**config.mk**
```make
export PLATFORM = sky130hd
export DESIGN_NAME = hsd_result_stage
export DESIGN_NICKNAME = d
export VERILOG_FILES = /design/src/rtl/hsd_pkg.sv /design/src/rtl/hsd_result_stage.sv
export SDC_FILE = /design/constraint.sdc
export NUM_CORES = 1
export LEC_CHECK = 0
export BUFFER_PORTS_ARGS = -buffer_cell sky130_fd_sc_hd__buf_2
export CORE_ASPECT_RATIO = 0.5
export CORE_UTILIZATION = 25
export CTS_CLUSTER_SIZE = 28
export DETAILED_ROUTE_END_ITERATION = 10
export MAX_ROUTING_LAYER = met4
export PLACE_DENSITY = 0.56
export SKIP_LAST_GASP = 1
export SLEW_MARGIN = 15
export SYNTH_ARGS = -nofsm -noshare
export SYNTH_HDL_FRONTEND = slang
export SYNTH_SLANG_ARGS = --single-unit
export TNS_END_PERCENT = 30
```
**constraint.sdc**
```tcl
create_clock -name clk -period 1.1 [get_ports clk]
set_input_delay 0.165 -clock clk [delete_from_list [all_inputs] [get_ports clk]]
set_output_delay 0.165 -clock clk [all_outputs]
set_load 0.005 [all_outputs]
```
**src/rtl/hsd_pkg.sv**
```systemverilog
`default_nettype none
// ----------------------------------------------------------------------------
// Huffman stream decoder package
// Shared constants, result codes and the control struct that runs between the
// decoder core and its result stage.
// ----------------------------------------------------------------------------
package hsd_pkg;

    localparam int NODE_SLOTS_DEF  = 512;
    localparam int STACK_DEPTH_DEF = 256;

    localparam int BUDGET_W    = 40;
    localparam int SYM_W       = 8;
    localparam int OUTCOME_W   = 2;
    localparam int BYTE_BITS   = 8;
    localparam int LETTER_BITS = 8;
    localparam int CNT_W       = 4;

    localparam logic [OUTCOME_W-1:0] OC_SYMBOL  = 2'd0;
    localparam logic [OUTCOME_W-1:0] OC_END     = 2'd1;
    localparam logic [OUTCOME_W-1:0] OC_CORRUPT = 2'd2;

    typedef struct packed {
        logic [SYM_W-1:0]     symbol;
        logic [OUTCOME_W-1:0] outcome;
    } hsd_result_t;

    typedef struct packed {
        logic        push;
        logic        flush;
        hsd_result_t res;
    } hsd_rs_ctrl_t;

endpackage
`default_nettype wire

```
**src/rtl/hsd_result_stage.sv**
```systemverilog
`default_nettype none
// ----------------------------------------------------------------------------
// Huffman stream decoder result stage
// Holds the newest result back until the next push or flush so that the last
// result of a byte can be tagged, and drives the registered output channel.
// ----------------------------------------------------------------------------
module hsd_result_stage
(
    input  wire logic                         clk,
    input  wire logic                         rst_n,
    input  wire hsd_pkg::hsd_rs_ctrl_t        ctrl,
    output logic                              room,
    output logic                              out_valid,
    input  wire logic                         out_ready,
    output logic [hsd_pkg::SYM_W-1:0]         symbol,
    output logic [hsd_pkg::OUTCOME_W-1:0]     outcome,
    output logic                              last
);

    logic                  hold_valid_reg;
    logic                  hold_valid_next;
    hsd_pkg::hsd_result_t  hold_reg;
    hsd_pkg::hsd_result_t  hold_next;
    logic                  out_valid_reg;
    logic                  out_valid_next;
    hsd_pkg::hsd_result_t  out_reg;
    hsd_pkg::hsd_result_t  out_next;
    logic                  last_reg;
    logic                  last_next;
    logic                  out_free;

    assign out_free = !out_valid_reg || out_ready;
    assign room     = !hold_valid_reg || out_free;

    always_comb
    begin
        hold_valid_next = hold_valid_reg;
        hold_next       = hold_reg;
        out_valid_next  = out_valid_reg && !out_ready;
        out_next        = out_reg;
        last_next       = last_reg;
        if (ctrl.push)
        begin
            if (hold_valid_reg)
            begin
                out_valid_next = 1'b1;
                out_next       = hold_reg;
                last_next      = 1'b0;
            end
            hold_valid_next = 1'b1;
            hold_next       = ctrl.res;
        end
        else if (ctrl.flush && hold_valid_reg)
        begin
            out_valid_next  = 1'b1;
            out_next        = hold_reg;
            last_next       = 1'b1;
            hold_valid_next = 1'b0;
        end
    end

    always_ff @(posedge clk or negedge rst_n)
    begin
        if (!rst_n)
        begin
            hold_valid_reg <= 1'b0;
            out_valid_reg  <= 1'b0;
        end
        else
        begin
            hold_valid_reg <= hold_valid_next;
            out_valid_reg  <= out_valid_next;
        end
    end

    always_ff @(posedge clk)
    begin
        hold_reg <= hold_next;
        out_reg  <= out_next;
        last_reg <= last_next;
    end

    assign out_valid = out_valid_reg;
    assign symbol    = out_reg.symbol;
    assign outcome   = out_reg.outcome;
    assign last      = last_reg;

endmodule
`default_nettype wire

```
# ---- Word-level counts from Yosys, hierarchy flattened
# Index checks and enable logic that the tools add are counted.
dict set report classes {
  eq_ne 1
  n_reduce_logical 9
  n_mux 11
}
# operator n
set ops {}
lappend ops {{2-to-1 mux 10 bit} 3}
lappend ops {{2-to-1 mux 1 bit} 8}
lappend ops {{zero test 1 bit} 3}
lappend ops {{logical AND 1 bit} 2}
lappend ops {{logical OR 1 bit} 2}
lappend ops {{inequality test 2 x 1 -> 1 bit, second input constant} 1}
lappend ops {{AND reduction 2 bit} 1}
lappend ops {{nonzero test 2 bit} 1}
dict set report word_totals {
  register_bits 23
  elab_cells 28
}

# ---- Longest topological paths before layout
dict set report logic_depth {
  depth_word 4
  depth_mapped 2
  depth_no_buf 2
}

# ---- Least setup slack after synthesis
# OpenSTA, ideal clock, no wires.
dict set report synth_timing {
  path_kind {reg-to-reg}
  start {register hold_valid_reg}
  end {register last_reg, in the netlist last (enable)}
  setup_slack_ns 0.058
  t_arrival_ns 0.690
  stages_incl_launch_ff 2
  path_buffers 0
  t_required_ns 0.749
  setup_time_ns 0.351
  cell_sequence {dfrtp_1 > o21a_1}
}
dict set report synth_via {
  elab_chain_cells 3
  word_cells_on_any_way 4
  classes_between {eq/ne: 1; reduce/logical: 3}
}
# element line_no
set synth_rtl {}
lappend synth_rtl {{start: declaration} hsd_result_stage.sv:20} ;# logic hold_valid_reg;
lappend synth_rtl {{start signal: assignment} hsd_result_stage.sv:71} ;# hold_valid_reg <= hold_valid_next;
lappend synth_rtl {{logical AND 1 bit} hsd_result_stage.sv:53} ;# else if (ctrl.flush && hold_valid_reg)
lappend synth_rtl {{nonzero test 2 bit (no line)} n/a}
lappend synth_rtl {{AND reduction 2 bit (no line) *} n/a}
lappend synth_rtl {{end signal: assignment} hsd_result_stage.sv:80} ;# last_reg <= last_next;
lappend synth_rtl {{end: declaration} hsd_result_stage.sv:28} ;# logic last_reg;
# Every way passes the cells marked *; elsewhere a longest branch is shown, timed or not.
# A chain may end at the register's enable or synchronous reset.

# ---- Worst setup path in the final report
dict set report layout_timing {
  start {register hold_valid_reg}
  end {output port room}
}
dict set report layout_via {
  elab_chain_cells 2
}
# element line_no
set layout_rtl {}
lappend layout_rtl {{zero test 1 bit} hsd_result_stage.sv:33} ;# assign room = !hold_valid_reg || out_free;
lappend layout_rtl {{logical OR 1 bit} hsd_result_stage.sv:33}
lappend layout_rtl {{end: declaration} hsd_result_stage.sv:12} ;# output logic room,
# No other way between the ends.

==> impl_metrics.env <==
export IMPL_skew_ns=0.00247
export IMPL_synthTopCellsByArea="edfxtp_1 (88%), dfrtp_1 (7.0%), inv_1 (1.6%)"
export IMPL_post_route_period_util=0.974
export IMPL_viasPerCell=3.81
export IMPL_yosys_warnings=0
export IMPL_max_cap_violations=0
export IMPL_use_met3=0.0209
export IMPL_overflow=0
export IMPL_synthFlopType="edfxtp_1"
export IMPL_rsz0062_at_grt="true"
export IMPL_ant_nets=0
export IMPL_busiest_layer="met2"
export IMPL_clkPwrFrac=0.291
export IMPL_status="finished clean"
export IMPL_reg2reg_depth=2
export IMPL_critPathCapture="room"
export IMPL_insertion_delay_ns=0.25
export IMPL_portBuffers=27
export IMPL_r2r_end="symbol[1]"
export IMPL_cp_required_ns=0.94
export IMPL_yosysSeqAreaShare=0.949
export IMPL_slew_limit_headroom=0.884
export IMPL_largest_register_ffs=10
export IMPL_p_leak_nw=0.406
export IMPL_grt_max_degree=13
export IMPL_synth_seq_cells=23
export IMPL_tightest_slew_ns=0.174
export IMPL_synth_top_cells_by_count="edfxtp_1 (21), inv_1 (3), dfrtp_1 (2)"
export IMPL_critPathCaptureType="output pin"
export IMPL_nets=81
export IMPL_grt_pass1_vias=360
export IMPL_hp_class="in -> reg"
export IMPL_syn_area_um2=717
export IMPL_setup_violations=0
export IMPL_grt_pass1_wl_um=1570
export IMPL_routed_wl_um=1150
export IMPL_p_int_mw=1.36
export IMPL_die_w_um=77.7
export IMPL_clock_sinks=23
export IMPL_antenna_found_initial=0
export IMPL_die_y_um=39.9
export IMPL_use_met1=0.0758
export IMPL_critical_path_peak_fanout=2
export IMPL_gp_congestion=0.613
export IMPL_die_area_um2=3100
export IMPL_synth_area_per_cell_um2=23.9
export IMPL_fillers=242
export IMPL_cts_buffers=3
export IMPL_period_needed_ns=1.07
export IMPL_wl_per_cell_um=11.3
export IMPL_yosysTopAreaCellShare=0.880
export IMPL_clockBufferDepth=2
export IMPL_antennaDiodeCount=0
export IMPL_crit_start="hold_valid_reg"
export IMPL_synth_top_area_cell="edfxtp_1"
export IMPL_grtUsageTotal=0.0753
export IMPL_r2r_start="hold_valid_reg"
export IMPL_postSynthCellCount=30
export IMPL_critPathKind="reg -> out"
export IMPL_vias=389
export IMPL_async_reset_ff_frac=0.0870
export IMPL_r2r_slack_ns=0.10
export IMPL_yosys_cell_count_top_type="edfxtp_1"
export IMPL_synth_nets=45
export IMPL_total_power_mw=1.66
export IMPL_power_frac_seq=0.636
export IMPL_synth_distinct_cells=7
export IMPL_switchingPower_mw=0.305
export IMPL_htreeDepth=1
export IMPL_synthToLayoutAreaGrowth_pct=38.4
export IMPL_num_io_pins=28
export IMPL_row_count=13
export IMPL_finalWorstSetupSlack_ns=0.0285
export IMPL_dr_pass1_iters=4
export IMPL_critPathLaunchType="flip-flop"
export IMPL_drc=0
export IMPL_root_buffer="clkbuf_8"
export IMPL_hpwlAfterDp_um=833
export IMPL_grtUsageMet2=0.135
export IMPL_vdd_drop_max_uv=469
export IMPL_dp_cells=96
export IMPL_arrival_ns=0.91
export IMPL_pwr_share_comb=0.074
export IMPL_fin_cells=102
export IMPL_fmax_ghz=0.933
export IMPL_dpl_worst_slack_ns=-0.0883
export IMPL_clkTransAtPathRegs_ns=0.07
export IMPL_powerDensity_nw_per_um2=1680
export IMPL_swShare=0.183
export IMPL_drive_above_1_share=0.538
export IMPL_final_hold_viol_count=0
export IMPL_core_um2=2650
export IMPL_synth_edff_count=21
export IMPL_report_final_slew_viol_count=0
export IMPL_drt_initial_drc_count=6
export IMPL_initial_core_util=0.270
export IMPL_cts_tree="yes"
final cells by class:
type / count / area [um2] / area share
clock buffer: 4 / 45.0 / 0.0454
tap: 37 / 46.3 / 0.0467
inverter: 3 / 11.3 / 0.0113
multi-input combinational: 4 / 37.5 / 0.0378
timing repair buffer: 31 / 171 / 0.173
sequential: 23 / 681 / 0.686
metrics by stage:
step	instance area (um2)	util	TNS (ns)	hold WS, ns
finish	992	0.374	0	0.0824
global route	992	0.374	-0.0229	0.0686
CTS	970	0.366	-0.00420	0.0750
detailed placement	913	0.345	-0.968	-0.0487
global placement	913	0.345	-0.122	-0.0501
floorplan	717	-	0	-0.131
cell usage in the layout (no fill, tap or decap):
master | netlist | layout
a21o_1 | 1 | 1
buf_2 | 0 | 27
buf_4 | 0 | 2
buf_6 | 0 | 1
clkbuf_1 | 0 | 1
clkbuf_8 | 0 | 3
dfrtp_1 | 2 | 2
dlygate4sd3_1 | 0 | 1
edfxtp_1 | 21 | 21
inv_1 | 3 | 3
nand3_2 | 0 | 1
o21a_4 | 0 | 1
o21ai_0 | 1 | 1
kinds of logic after synthesis:
family / after synthesis / share of synthesized area
compound gates: 3 / 0.0279
buf+inv: 3 / 0.0157
flops: 23 / 0.949
simple gates: 1 / 0.00697
worst min-delay path by stage:
| stage | startpoint | to | slack (ns) | cells past startpoint |
|---|---|---|---|---|
| CTS | ctrl[7] | hold_reg[7] | 0.08 | 1 |
| detailed placement | rst_n | out_valid | -0.05 | 1 |
| finish | ctrl[7] | hold_reg[7] | 0.08 | 1 |
| global route | ctrl[8] | hold_reg[8] | 0.07 | 1 |
| global placement | rst_n | out_valid | -0.05 | 1 |
| floorplan | rst_n | hold_valid_reg | -0.13 | 0 |
power groups by stage:
stage                     Clock, mW  Combinational [mW]  Sequential, mW
after CTS                     0.506               0.114            1.06
after detailed placement          0               0.111            1.08
after global placement            0               0.104            1.07
after global routing          0.543               0.135            1.06
final                         0.484               0.123            1.06
after floorplan                   0              0.0200            1.08
worst max-delay path: stages, from the launching register on:
cell and delay (ns):
dfrtp_1 0.39, buf_6 0.12, nand3_2 0.04, buf_2 0.11
per-layer routing:
layer | vias up | wire (um)
li1 | 181 | -
met1 | 204 | 422
met2 | 4 | 712
met3 | 0 | 15
met4 | 0 | 0
met5 | - | 0
repair_timing:
action	in CTS	in global routing
buffers inserted	0	1
hold endpoints to repair	2	0
pin swaps	0	0
resized for setup	1	3
endpoints found under the setup margin	12	1
hold buffers	1	0
No activity file was read; power rests on OpenSTA's default activity.
